==> config.mk <==
export PLATFORM = sky130hd
export DESIGN_NAME = dsp_adpcm_decoder_top
export DESIGN_NICKNAME = d
export VERILOG_FILES = /design/src/design/adpcm_pkg.sv /design/src/design/adpcm_mac.sv /design/src/design/dsp_adpcm_decoder_top.sv
export SDC_FILE = /design/constraint.sdc
export NUM_CORES = 2
export LEC_CHECK = 0
export BUFFER_PORTS_ARGS = -buffer_cell sky130_fd_sc_hd__buf_2
export CAP_MARGIN = 5
export CORE_MARGIN = 10
export CORE_UTILIZATION = 40
export DETAILED_ROUTE_END_ITERATION = 16
export PLACE_DENSITY = 0.56
export SETUP_SLACK_MARGIN = 0.3
export SYNTH_ARGS = -nofsm -noshare
export SYNTH_HDL_FRONTEND = slang
export SYNTH_HIERARCHICAL = 1
export SYNTH_SLANG_ARGS = --single-unit
==> constraint.sdc <==
create_clock -name clk -period 17.9 [get_ports clk]
set_input_delay 1.79 -clock clk [delete_from_list [all_inputs] [get_ports clk]]
set_output_delay 1.79 -clock clk [all_outputs]
set_load 0.05 [all_outputs]
==> src/design/adpcm_pkg.sv <==
// ----------------------------------------------------------------------------
// adpcm_pkg
// Shared types and constants for the DSP ADPCM stream decoder.
// ----------------------------------------------------------------------------
package adpcm_pkg;

  // one byte of the encoded stream
  typedef struct packed {
    logic       block_start;
    logic [7:0] data_byte;
  } in_item_t;

  // both samples decoded from one data byte
  typedef struct packed {
    logic signed [15:0] sample_first;
    logic signed [15:0] sample_second;
  } out_item_t;

  // control of the shared multiply-accumulate unit
  typedef struct packed {
    logic mul_en;    // capture coefficient times history
    logic load_base; // start a new sum with the scaled delta
    logic add_prod;  // add the captured product
  } mac_ctrl_t;

  // configuration register indexes
  localparam logic [2:0] REG_COEF_01   = 3'd0;
  localparam logic [2:0] REG_COEF_23   = 3'd1;
  localparam logic [2:0] REG_COEF_45   = 3'd2;
  localparam logic [2:0] REG_COEF_67   = 3'd3;
  localparam logic [2:0] REG_INIT_HIST = 3'd4;

  localparam int NUM_COEF_REGS = 4;
  localparam int CFG_AW        = 6;
  localparam int CFG_DW        = 64;

  localparam int SAMPLE_W = 16;
  localparam int ACC_W    = 34;
  localparam int FRAC_SH  = 11;
  localparam int Q_W      = ACC_W - FRAC_SH;

  localparam logic signed [ACC_W-1:0]    ROUND_BIAS = ACC_W'(1024);
  localparam logic signed [SAMPLE_W-1:0] SAMPLE_MAX = 16'sh7FFF;
  localparam logic signed [SAMPLE_W-1:0] SAMPLE_MIN = 16'sh8000;

endpackage

==> src/design/adpcm_mac.sv <==
// ----------------------------------------------------------------------------
// adpcm_mac
// Shared multiply-accumulate unit: one 16x16 product per cycle, a 34-bit
// accumulator, and floor shift with saturation to a 16-bit sample.
// ----------------------------------------------------------------------------
module adpcm_mac (
  input  logic                     clk,
  input  adpcm_pkg::mac_ctrl_t     ctrl,
  input  logic [3:0]               nibble,
  input  logic [3:0]               scale,
  input  logic signed [15:0]       coef,
  input  logic signed [15:0]       hist,
  output logic signed [15:0]       sample
);

  logic signed [31:0]                 prod_r;
  logic signed [adpcm_pkg::ACC_W-1:0] acc_r;
  logic signed [adpcm_pkg::ACC_W-1:0] delta_ext;
  logic signed [adpcm_pkg::ACC_W-1:0] base;
  logic [4:0]                         shamt;
  logic signed [adpcm_pkg::Q_W-1:0]   q;

  assign delta_ext = {{(adpcm_pkg::ACC_W-4){nibble[3]}}, nibble};
  assign shamt     = {1'b0, scale} + 5'd11;
  assign base      = (delta_ext <<< shamt) + adpcm_pkg::ROUND_BIAS;

  always_ff @(posedge clk) begin
    if (ctrl.mul_en) begin
      prod_r <= coef * hist;
    end
    if (ctrl.load_base) begin
      acc_r <= base;
    end else if (ctrl.add_prod) begin
      acc_r <= acc_r + {{(adpcm_pkg::ACC_W-32){prod_r[31]}}, prod_r};
    end
  end

  // arithmetic shift rounds toward minus infinity
  assign q = adpcm_pkg::Q_W'(acc_r >>> adpcm_pkg::FRAC_SH);

  always_comb begin
    if (!q[adpcm_pkg::Q_W-1] && (q[adpcm_pkg::Q_W-2:15] != '0)) begin
      sample = adpcm_pkg::SAMPLE_MAX;
    end else if (q[adpcm_pkg::Q_W-1] && (q[adpcm_pkg::Q_W-2:15] != '1)) begin
      sample = adpcm_pkg::SAMPLE_MIN;
    end else begin
      sample = q[15:0];
    end
  end

endmodule

==> src/design/dsp_adpcm_decoder_top.sv <==
// ----------------------------------------------------------------------------
// dsp_adpcm_decoder_top
// Decodes 8-byte ADPCM frames, one byte per item, into pairs of samples.
//
//   channel  | direction | handshake          | payload
//   ---------+-----------+--------------------+---------------------------
//   in_      | input     | in_valid/in_stall  | data_byte, block_start
//   out_     | output    | out_valid/out_stall| sample_first, sample_second
//   config   | input     | apb psel/penable   | coefficients, history
//
// a header byte is taken without leaving idle and gives no result
// a data byte is accepted, then each nibble takes 4 steps through the
// one shared 16x16 multiplier (two products, two adds, shift and saturate)
// the finished item sits in the output register; the next item is taken
// meanwhile, and a second result waits in the saturate step while it stalls
// synchronous active-low reset clears state, configuration, history and frame position
// ----------------------------------------------------------------------------
module dsp_adpcm_decoder_top (
  input  logic                              clk,
  input  logic                              rst_n,
  input  logic                              in_valid,
  output logic                              in_stall,
  input  adpcm_pkg::in_item_t               in_data,
  output logic                              out_valid,
  input  logic                              out_stall,
  output adpcm_pkg::out_item_t              out_data,
  input  logic                              psel,
  input  logic                              penable,
  input  logic                              pwrite,
  input  logic [adpcm_pkg::CFG_AW-1:0]      paddr,
  input  logic [adpcm_pkg::CFG_DW-1:0]      pwdata,
  output logic [adpcm_pkg::CFG_DW-1:0]      prdata,
  output logic                              pready
);

  typedef enum logic [4:0] {
    ST_IDLE  = 5'b00001,
    ST_MUL1  = 5'b00010,
    ST_MUL2  = 5'b00100,
    ST_ACCUM = 5'b01000,
    ST_SAT   = 5'b10000
  } state_t;

  state_t state_r, state_nxt;

  logic [63:0]        coef_r [adpcm_pkg::NUM_COEF_REGS];
  logic [31:0]        init_hist_r;
  logic signed [15:0] hist1_r, hist2_r;
  logic [3:0]         scale_r;
  logic [2:0]         pred_r;
  logic [2:0]         frame_r;
  logic [7:0]         byte_r;
  logic               second_r;
  logic signed [15:0] first_r;
  logic               out_valid_r;
  adpcm_pkg::out_item_t out_data_r;

  logic               cfg_wr;
  logic [2:0]         cfg_idx;
  logic               in_acc;
  logic               is_header;
  logic               slot_free;
  logic [3:0]         cidx;
  logic [63:0]        coef_word;
  logic signed [15:0] coef_sel;
  logic signed [15:0] hist_sel;
  logic [3:0]         nibble;
  logic signed [15:0] sample;
  adpcm_pkg::mac_ctrl_t mac_ctrl;

  // configuration port
  assign pready  = 1'b1;
  assign cfg_idx = paddr[adpcm_pkg::CFG_AW-1:3];
  assign cfg_wr  = psel && penable && pwrite;

  always_comb begin
    case (cfg_idx)
      adpcm_pkg::REG_COEF_01:   prdata = coef_r[0];
      adpcm_pkg::REG_COEF_23:   prdata = coef_r[1];
      adpcm_pkg::REG_COEF_45:   prdata = coef_r[2];
      adpcm_pkg::REG_COEF_67:   prdata = coef_r[3];
      adpcm_pkg::REG_INIT_HIST: prdata = {32'd0, init_hist_r};
      default:                  prdata = '0;
    endcase
  end

  always_ff @(posedge clk) begin
    if (!rst_n) begin
      for (int i = 0; i < adpcm_pkg::NUM_COEF_REGS; i++) begin
        coef_r[i] <= '0;
      end
      init_hist_r <= '0;
    end else if (cfg_wr) begin
      case (cfg_idx)
        adpcm_pkg::REG_COEF_01:   coef_r[0] <= pwdata;
        adpcm_pkg::REG_COEF_23:   coef_r[1] <= pwdata;
        adpcm_pkg::REG_COEF_45:   coef_r[2] <= pwdata;
        adpcm_pkg::REG_COEF_67:   coef_r[3] <= pwdata;
        adpcm_pkg::REG_INIT_HIST: init_hist_r <= pwdata[31:0];
        default: ;
      endcase
    end
  end

  // input side
  assign in_stall  = (state_r != ST_IDLE);
  assign in_acc    = in_valid && !in_stall;
  assign is_header = in_data.block_start || (frame_r == 3'd0);
  assign slot_free = !out_valid_r || !out_stall;

  // operand selection for the shared unit: c1*h1 first, then c2*h2
  assign cidx      = {pred_r, (state_r == ST_MUL2)};
  assign coef_word = coef_r[cidx[3:2]];
  assign coef_sel  = coef_word[{cidx[1:0], 4'd0} +: 16];
  assign hist_sel  = (state_r == ST_MUL2) ? hist2_r : hist1_r;
  assign nibble    = second_r ? byte_r[3:0] : byte_r[7:4];

  always_comb begin
    mac_ctrl           = '0;
    mac_ctrl.mul_en    = (state_r == ST_MUL1) || (state_r == ST_MUL2);
    mac_ctrl.load_base = (state_r == ST_MUL1);
    mac_ctrl.add_prod  = (state_r == ST_MUL2) || (state_r == ST_ACCUM);
  end

  adpcm_mac u_mac (
    .clk    (clk),
    .ctrl   (mac_ctrl),
    .nibble (nibble),
    .scale  (scale_r),
    .coef   (coef_sel),
    .hist   (hist_sel),
    .sample (sample)
  );

  always_comb begin
    state_nxt = state_r;
    case (state_r)
      ST_IDLE:  if (in_acc && !is_header) state_nxt = ST_MUL1;
      ST_MUL1:  state_nxt = ST_MUL2;
      ST_MUL2:  state_nxt = ST_ACCUM;
      ST_ACCUM: state_nxt = ST_SAT;
      ST_SAT: begin
        if (!second_r) begin
          state_nxt = ST_MUL1;
        end else if (slot_free) begin
          state_nxt = ST_IDLE;
        end
      end
      default:  state_nxt = ST_IDLE;
    endcase
  end

  always_ff @(posedge clk) begin
    if (!rst_n) begin
      state_r     <= ST_IDLE;
      hist1_r     <= '0;
      hist2_r     <= '0;
      scale_r     <= '0;
      pred_r      <= '0;
      frame_r     <= '0;
      second_r    <= 1'b0;
      out_valid_r <= 1'b0;
    end else begin
      state_r <= state_nxt;
      // a new item may replace the one leaving in the same cycle
      if ((state_r == ST_SAT) && second_r && slot_free) begin
        out_valid_r <= 1'b1;
      end else if (!out_stall) begin
        out_valid_r <= 1'b0;
      end
      case (state_r)
        ST_IDLE: begin
          if (in_acc) begin
            if (in_data.block_start) begin
              hist1_r <= init_hist_r[31:16];
              hist2_r <= init_hist_r[15:0];
            end
            if (is_header) begin
              scale_r <= in_data.data_byte[3:0];
              pred_r  <= in_data.data_byte[6:4];
              frame_r <= 3'd1;
            end else begin
              frame_r  <= frame_r + 3'd1;
              second_r <= 1'b0;
            end
          end
        end
        ST_SAT: begin
          if (!second_r) begin
            hist2_r  <= hist1_r;
            hist1_r  <= sample;
            second_r <= 1'b1;
          end else if (slot_free) begin
            hist2_r <= hist1_r;
            hist1_r <= sample;
          end
        end
        default: ;
      endcase
    end
  end

  // payload registers
  always_ff @(posedge clk) begin
    if (in_acc) begin
      byte_r <= in_data.data_byte;
    end
    if ((state_r == ST_SAT) && !second_r) begin
      first_r <= sample;
    end
    if ((state_r == ST_SAT) && second_r && slot_free) begin
      out_data_r.sample_first  <= first_r;
      out_data_r.sample_second <= sample;
    end
  end

  assign out_valid = out_valid_r;
  assign out_data  = out_data_r;

endmodule

# Word level (Yosys, flattened, before mapping)
# Memory sizes are Yosys's and may differ from the RTL's. A register that Yosys moved wholly into a read port is not among the register bits.
# Cells that the tools add are included.
# word_totals
output_inout_bits	99
n_memories	1
wordCells	124
regBits	203
ram_bits	256
# op_classes
n_mul	1
shifts	2
eq_ne	17
muxes	50
bitwise	4
addsub	4
reduce_logical	30
# mem_list
memory	depth	word_bits	read_ports	rd_ports_with_merged_regs	write_ports	line	rtl
coef_r	4	64	5	1	4	dsp_adpcm_decoder_top.sv:46	logic [63:0] coef_r [adpcm_pkg::NUM_COEF_REGS];
# ops
cell	n
64-bit one-hot mux with 5 select lines	1
64-bit 2-to-1 mux	4
16-bit 2-to-1 mux	11
34-bit 2-to-1 mux	2
16-bit one-hot mux with 2 select lines	2
64-bit by 7-bit variable part select with 16-bit output	1
34-bit by 12-bit adder with 34-bit output (second input constant)	1
34-bit adder	1
4-bit by 5-bit <<< shifter with 34-bit output	1
16-bit by 16-bit multiplier with 32-bit output	1
5-bit one-hot mux with 5 select lines	1
1-bit 2-to-1 mux	21
5-bit 2-to-1 mux	3
1-bit logical AND	9
2-bit != test (second input constant)	4
7-bit != test (second input constant)	1
7-bit nonzero test	1
3-bit by 2-bit equality test with 1-bit output (second input constant)	2
1-bit logical NOT	6
3-bit logical NOT	2
2-bit AND reduction	3
3-bit AND reduction	2
4-bit by 4-bit adder with 5-bit output (second input constant)	1
5-bit by 1-bit equality test with 1-bit output (second input constant)	1
18 further kinds	26

# Longest topological paths before layout
# depth
word_depth	7
mapped_depth	29
ltp_nobuf	26

# Hierarchy
# The synthesis kept the hierarchy.
# by_module_without_submodules
mod	n_inst	cells_per_inst	area_per_inst_um2
dsp_adpcm_decoder_top	1	1386	18943.2
adpcm_mac	1	1602	14706.6

# Worst setup path before layout
# OpenSTA, ideal clock, no wires.
# synth_timing
path_type	in2reg
startpoint	input paddr[3] (netlist bit)
endpoint	memory coef_r[0][0] (enable)
cell_stages	4
n_path_buf	3
slack_ns	8.303
arrival_time_ns	8.936
setup_ns	0.661
cell_sequence	buf_2 buf_2 buf_2 o41ai_1
# synth_lines
item	line	rtl
from (decl)	dsp_adpcm_decoder_top.sv:30	input logic [adpcm_pkg::CFG_AW-1:0] paddr,
to (decl)	dsp_adpcm_decoder_top.sv:46	

==> run_summary.xml <==
<?xml version="1.0" encoding="UTF-8"?>
<metrics>
  <group name="detailed_routing">
    <metric name="wl_per_cell" unit="um">23.1</metric>
    <metric name="vias" unit="">23500</metric>
    <metric name="drtIter0Drc" unit="">1944</metric>
    <metric name="vias_per_cell" unit="">5.56</metric>
    <metric name="drt_drc_violations_left" unit="">0</metric>
    <metric name="final_ant_viol_nets" unit="">0</metric>
    <metric name="first_pass_iteration_count_of_the_detailed_router" unit="">6</metric>
    <metric name="drt-total-wl" unit="um">97400</metric>
  </group>
  <group name="timing">
    <metric name="clock-skew-final" unit="ps">31.7</metric>
    <metric name="max_freq" unit="MHz">107</metric>
    <metric name="timing.slew.headroom" unit="">0.217</metric>
    <metric name="finalSetupViolCount" unit="">0</metric>
    <metric name="timing.final.crit_period" unit="ps">9340</metric>
    <metric name="unrepaired_setup_endpoints_after_global_routing" unit="">false</metric>
    <metric name="fin_worst_hold_slack" unit="ps">417</metric>
    <metric name="tightestPinTransition" unit="ps">1170</metric>
    <metric name="number_of_hold_violations_in_the_final_report" unit="">0</metric>
    <metric name="drv_slew" unit="">0</metric>
    <metric name="period_share" unit="">0.522</metric>
    <metric name="tns" unit="ps">0</metric>
  </group>
  <group name="synth">
    <metric name="synthXorXnorAreaFrac" unit="">0.0161</metric>
    <metric name="synth_top_area_cell" unit="">sky130_fd_sc_hd__edfxtp_1</metric>
    <metric name="synth_edf_count" unit="">378</metric>
    <metric name="postSynth.asyncResetShare" unit="">0</metric>
    <metric name="post_synth_main_area_contributors" unit="">sky130_fd_sc_hd__edfxtp_1 (34%), sky130_fd_sc_hd__fa_1 (16%), sky130_fd_sc_hd__and2_1 (7.5%)</metric>
    <metric name="synth-main-ff-cell" unit="">sky130_fd_sc_hd__edfxtp_1</metric>
    <metric name="post_synth.cell_area_avg" unit="um2">11.3</metric>
    <metric name="yosysWarningCount" unit="">6</metric>
    <metric name="yosys-mux-area-fraction" unit="">0.0957</metric>
    <metric name="synth.net_count" unit="">3456</metric>
    <metric name="netlist_area" unit="um2">33600</metric>
    <metric name="post_synth_top_area_share" unit="">0.337</metric>
    <metric name="synth_top_family_by_area" unit="">adder cells</metric>
    <metric name="postSynthRegisterBits" unit="">461</metric>
    <metric name="synth_simple_gate_area_share" unit="">0.142</metric>
    <metric name="synth.lib_cells_used.distinct" unit="">86</metric>
    <metric name="syn-instance-count" unit="">2988</metric>
    <metric name="adder_and_majority_gate_portion_of_the_synthesized_area" unit="">0.201</metric>
    <metric name="complex_gate_fraction_of_the_synthesized_area" unit="">0.0979</metric>
    <metric name="seq_area_frac_synth" unit="">0.387</metric>
  </group>
  <group name="critical_path">
    <metric name="timing.reg2reg.worst_path_depth" unit="">23</metric>
    <metric name="end_of_the_worst_register_to_register_path" unit="">u_mac/prod_r[31]$_DFFE_PP_</metric>
    <metric name="regToRegSetupSlack" unit="ps">8560</metric>
    <metric name="critical_path_class" unit="">reg2reg</metric>
    <metric name="timing.critical_path.to_type" unit="">flip-flop</metric>
    <metric name="crit_end" unit="">u_mac/prod_r[31]$_DFFE_PP_</metric>
    <metric name="path_max_fanout" unit="">38</metric>
    <metric name="arrival" unit="ps">9680</metric>
    <metric name="cp_data_required_time" unit="ps">18240</metric>
    <metric name="start_kind" unit="">flip-flop</metric>
  </group>
  <group name="power">
    <metric name="power.internal" unit="uW">3010</metric>
    <metric name="switching_share" unit="">0.425</metric>
    <metric name="power_frac_clock" unit="">0.190</metric>
    <metric name="share_of_power_burned_in_combinational_logic" unit="">0.545</metric>
    <metric name="cellPowerDensity" unit="nW/um2">141</metric>
    <metric name="ir_drop" unit="mV">0.127</metric>
    <metric name="power.switching" unit="uW">2230</metric>
    <metric name="power.static_leakage" unit="uW">0.0148</metric>
    <metric name="pwr-share-seq" unit="">0.265</metric>
  </group>
  <group name="clock_tree">
    <metric name="post-cts-setup-buffer-count" unit="">0</metric>
    <metric name="clkSinkCount" unit="">461</metric>
    <metric name="path_clk_slew" unit="ps">60</metric>
    <metric name="tritoncts_buffer_count" unit="">49</metric>
    <metric name="cts_root_buf" unit="">sky130_fd_sc_hd__clkbuf_16</metric>
    <metric name="tritoncts" unit="">built</metric>
    <metric name="cts_resized" unit="">0</metric>
    <metric name="postCtsHoldBufs" unit="">0</metric>
    <metric name="clk_latency" unit="ps">620</metric>
    <metric name="cts_buffer_depth" unit="">3</metric>
    <metric name="htree_levels" unit="">2</metric>
  </group>
  <group name="grt">
    <metric name="overall_routing_resource_usage" unit="">0.202</metric>
    <metric name="grt_start_max_net_pins" unit="">85</metric>
    <metric name="antenna_found_initial" unit="">18</metric>
    <metric name="first_global_vias" unit="">24700</metric>
    <metric name="grt.overflow.total" unit="">0</metric>
    <metric name="grt_first_pass_wirelength" unit="um">150000</metric>
  </group>
  <group name="final_layout">
    <metric name="final_cell_mix" unit="">sky130_fd_sc_hd__and2_1 (401), sky130_fd_sc_hd__edfxtp_1 (378), sky130_fd_sc_hd__inv_1 (351)</metric>
    <metric name="post_route_cells_drive_above_1_share" unit="">0.154</metric>
    <metric name="area.growth.synth_to_final" unit="%">10.5</metric>
    <metric name="area.sequential" unit="um2">13000</metric>
    <metric name="fill_cells" unit="">7836</metric>
    <metric name="final_net_count" unit="">3561</metric>
    <metric name="mostFrequentLayoutCell" unit="">sky130_fd_sc_hd__and2_1</metric>
    <metric name="footprint_of_the_multi_input_gates" unit="um2">18700</metric>
  </group>
  <group name="placed_design">
    <metric name="io_buffer_count" unit="">180</metric>
    <metric name="gp_congestion" unit="">0.883</metric>
    <metric name="hpwlAfterDp" unit="um">68700</metric>
  </group>
  <group name="floorplan">
    <metric name="die_area" unit="um2">96100</metric>
    <metric name="effective_utilization_at_floorplan" unit="">0.403</metric>
    <metric name="ios" unit="">185</metric>
    <metric name="die-height" unit="um">310</metric>
    <metric name="rows" unit="">106</metric>
    <metric name="die_x" unit="um">310</metric>
    <metric name="core_area" unit="um2">83600</metric>
  </group>
  <group name="run_status">
    <metric name="run_status" unit="">completed</metric>
  </group>
  <group name="worst_hold_path">
    <metric name="holdCritStartpoint" unit="">first_r[14]$_DFFE_PP_</metric>
    <metric name="hold_class" unit="">reg2reg</metric>
  </group>
  <group name="flow_run">
    <metric name="drv.max_cap_violation_count" unit="">0</metric>
  </group>
</metrics>
[cell usage after synthesis (17+ instances only)]
cell / number
sky130_fd_sc_hd__mux2i_1: 44
sky130_fd_sc_hd__nor2b_1: 51
sky130_fd_sc_hd__mux2_2: 54
sky130_fd_sc_hd__o31ai_1: 38
sky130_fd_sc_hd__nand2_1: 266
sky130_fd_sc_hd__mux4_2: 96
sky130_fd_sc_hd__nand2b_1: 18
sky130_fd_sc_hd__inv_1: 351
sky130_fd_sc_hd__a31oi_1: 44
sky130_fd_sc_hd__and2_1: 401
sky130_fd_sc_hd__nand3_1: 25
sky130_fd_sc_hd__a21o_1: 31
sky130_fd_sc_hd__nor3_1: 25
sky130_fd_sc_hd__edfxtp_1: 378
sky130_fd_sc_hd__dfxtp_1: 83
sky130_fd_sc_hd__xnor2_1: 43
sky130_fd_sc_hd__nor2_1: 52
sky130_fd_sc_hd__a22oi_1: 96
sky130_fd_sc_hd__ha_1: 119
sky130_fd_sc_hd__xor2_1: 17
sky130_fd_sc_hd__o22ai_1: 41
sky130_fd_sc_hd__clkbuf_1: 117
sky130_fd_sc_hd__o21ai_0: 57
sky130_fd_sc_hd__fa_1: 263
sky130_fd_sc_hd__buf_2: 28
sky130_fd_sc_hd__o21a_1: 28
sky130_fd_sc_hd__a21oi_1: 65
[layer usage]
layer / vias to the layer above / part of all wire / wire length (um) / GRT usage
met1: 11900 / 0.41 / 40400 / 0.257
met3: 175 / 0.066 / 6400 / 0.0372
li1: 10600 / - / - / -
met5: - / 0.0015 / 147 / 0
met4: 20 / 0.031 / 3060 / 0.0649
met2: 852 / 0.49 / 47400 / 0.346
[flip-flops by register name (all words and copies together) (netlist names), named ones only]
register	cells
out_valid	1
pred_r	3
init_hist_r	32
scale_r	4
hist1_r	16
out_data	32
frame_r	3
byte_r	8
state_r	5
hist2_r	16
second_r	1
first_r	16
u_mac/prod_r	32
u_mac/acc_r	34
coef_r	256
[metrics by stage]
step           worst slack (ps)  utilization  power (uW)  cells  instance area (um2)
6_report                   8560        0.445        5240   4220                37200
5_1_grt                    7820        0.445        5700   4214                37200
2_1_floorplan              8300            -        3570   2988                33600
3_3_place_gp               8530        0.426        4250   4122                35600
3_5_place_dp               8500        0.426        4290   4122                35600
4_1_cts                    8420        0.445        5300   4213                37100
[power by group through the flow]
| stage | clock network (uW) | registers (uW) | logic, uW |
|---|---|---|---|
| floorplan | 0 | 1380 | 2200 |
| CTS | 1010 | 1390 | 2900 |
| global placement | 0 | 1410 | 2840 |
| detailed placement | 0 | 1410 | 2880 |
| global route | 1060 | 1400 | 3240 |
| finish | 997 | 1390 | 2860 |
[final cells by class]
type / instances / share of cell area
tap: 1080 / 0.0364
clock buffer: 62 / 0.0348
antenna: 7 / 0.000471
sequential: 461 / 0.350
multi-input combinational: 2009 / 0.503
timing repair buffer: 219 / 0.0323
clock inverter: 29 / 0.00700
inverter: 353 / 0.0357
[cell families after synthesis]
| group | count (synthesis) |
|---|---|
| buffers and inverters | 518 |
| multiplexers | 195 |
| flip-flops | 461 |
| XOR/XNOR | 61 |
| AND/OR/NAND/NOR | 892 |
| AO/OA/AOI/OAI | 478 |
| other | 1 |
| adder cells (fa/ha/maj) | 382 |
[worst max-delay path: stages (launching register included)]
cell and delay, ps:
sky130_fd_sc_hd__dfxtp_4 930, sky130_fd_sc_hd__buf_4 650, sky130_fd_sc_hd__mux4_2 640, sky130_fd_sc_hd__a22oi_1 220, sky130_fd_sc_hd__nand2_1 400, sky130_fd_sc_hd__nand2_1 260
sky130_fd_sc_hd__inv_1 110, sky130_fd_sc_hd__fa_1 550, sky130_fd_sc_hd__inv_1 170, sky130_fd_sc_hd__fa_1 630, sky130_fd_sc_hd__inv_1 240, sky130_fd_sc_hd__fa_1 630
sky130_fd_sc_hd__fa_1 450, sky130_fd_sc_hd__fa_1 540, sky130_fd_sc_hd__inv_1 50, sky130_fd_sc_hd__fa_1 530, sky130_fd_sc_hd__inv_1 40, sky130_fd_sc_hd__ha_1 360
sky130_fd_sc_hd__a2111oi_0 490, sky130_fd_sc_hd__o211ai_1 160, sky130_fd_sc_hd__a21oi_1 280, sky130_fd_sc_hd__o31ai_1 230, sky130_fd_sc_hd__a31oi_1 350, sky130_fd_sc_hd__xnor2_1 110
[worst min path at each step]
stage / slack (ps) / depth (start not counted) / endpoint
floorplan: 400 / 0 / out_data[16]$_DFFE_PP_
global placement: 400 / 0 / out_data[29]$_DFFE_PP_
detailed placement: 400 / 0 / out_data[17]$_DFFE_PP_
CTS: 420 / 0 / out_data[28]$_DFFE_PP_
global route: 420 / 0 / out_data[28]$_DFFE_PP_
finish: 420 / 0 / out_data[30]$_DFFE_PP_
Note: power is estimated with default switching activity, not from simulation.
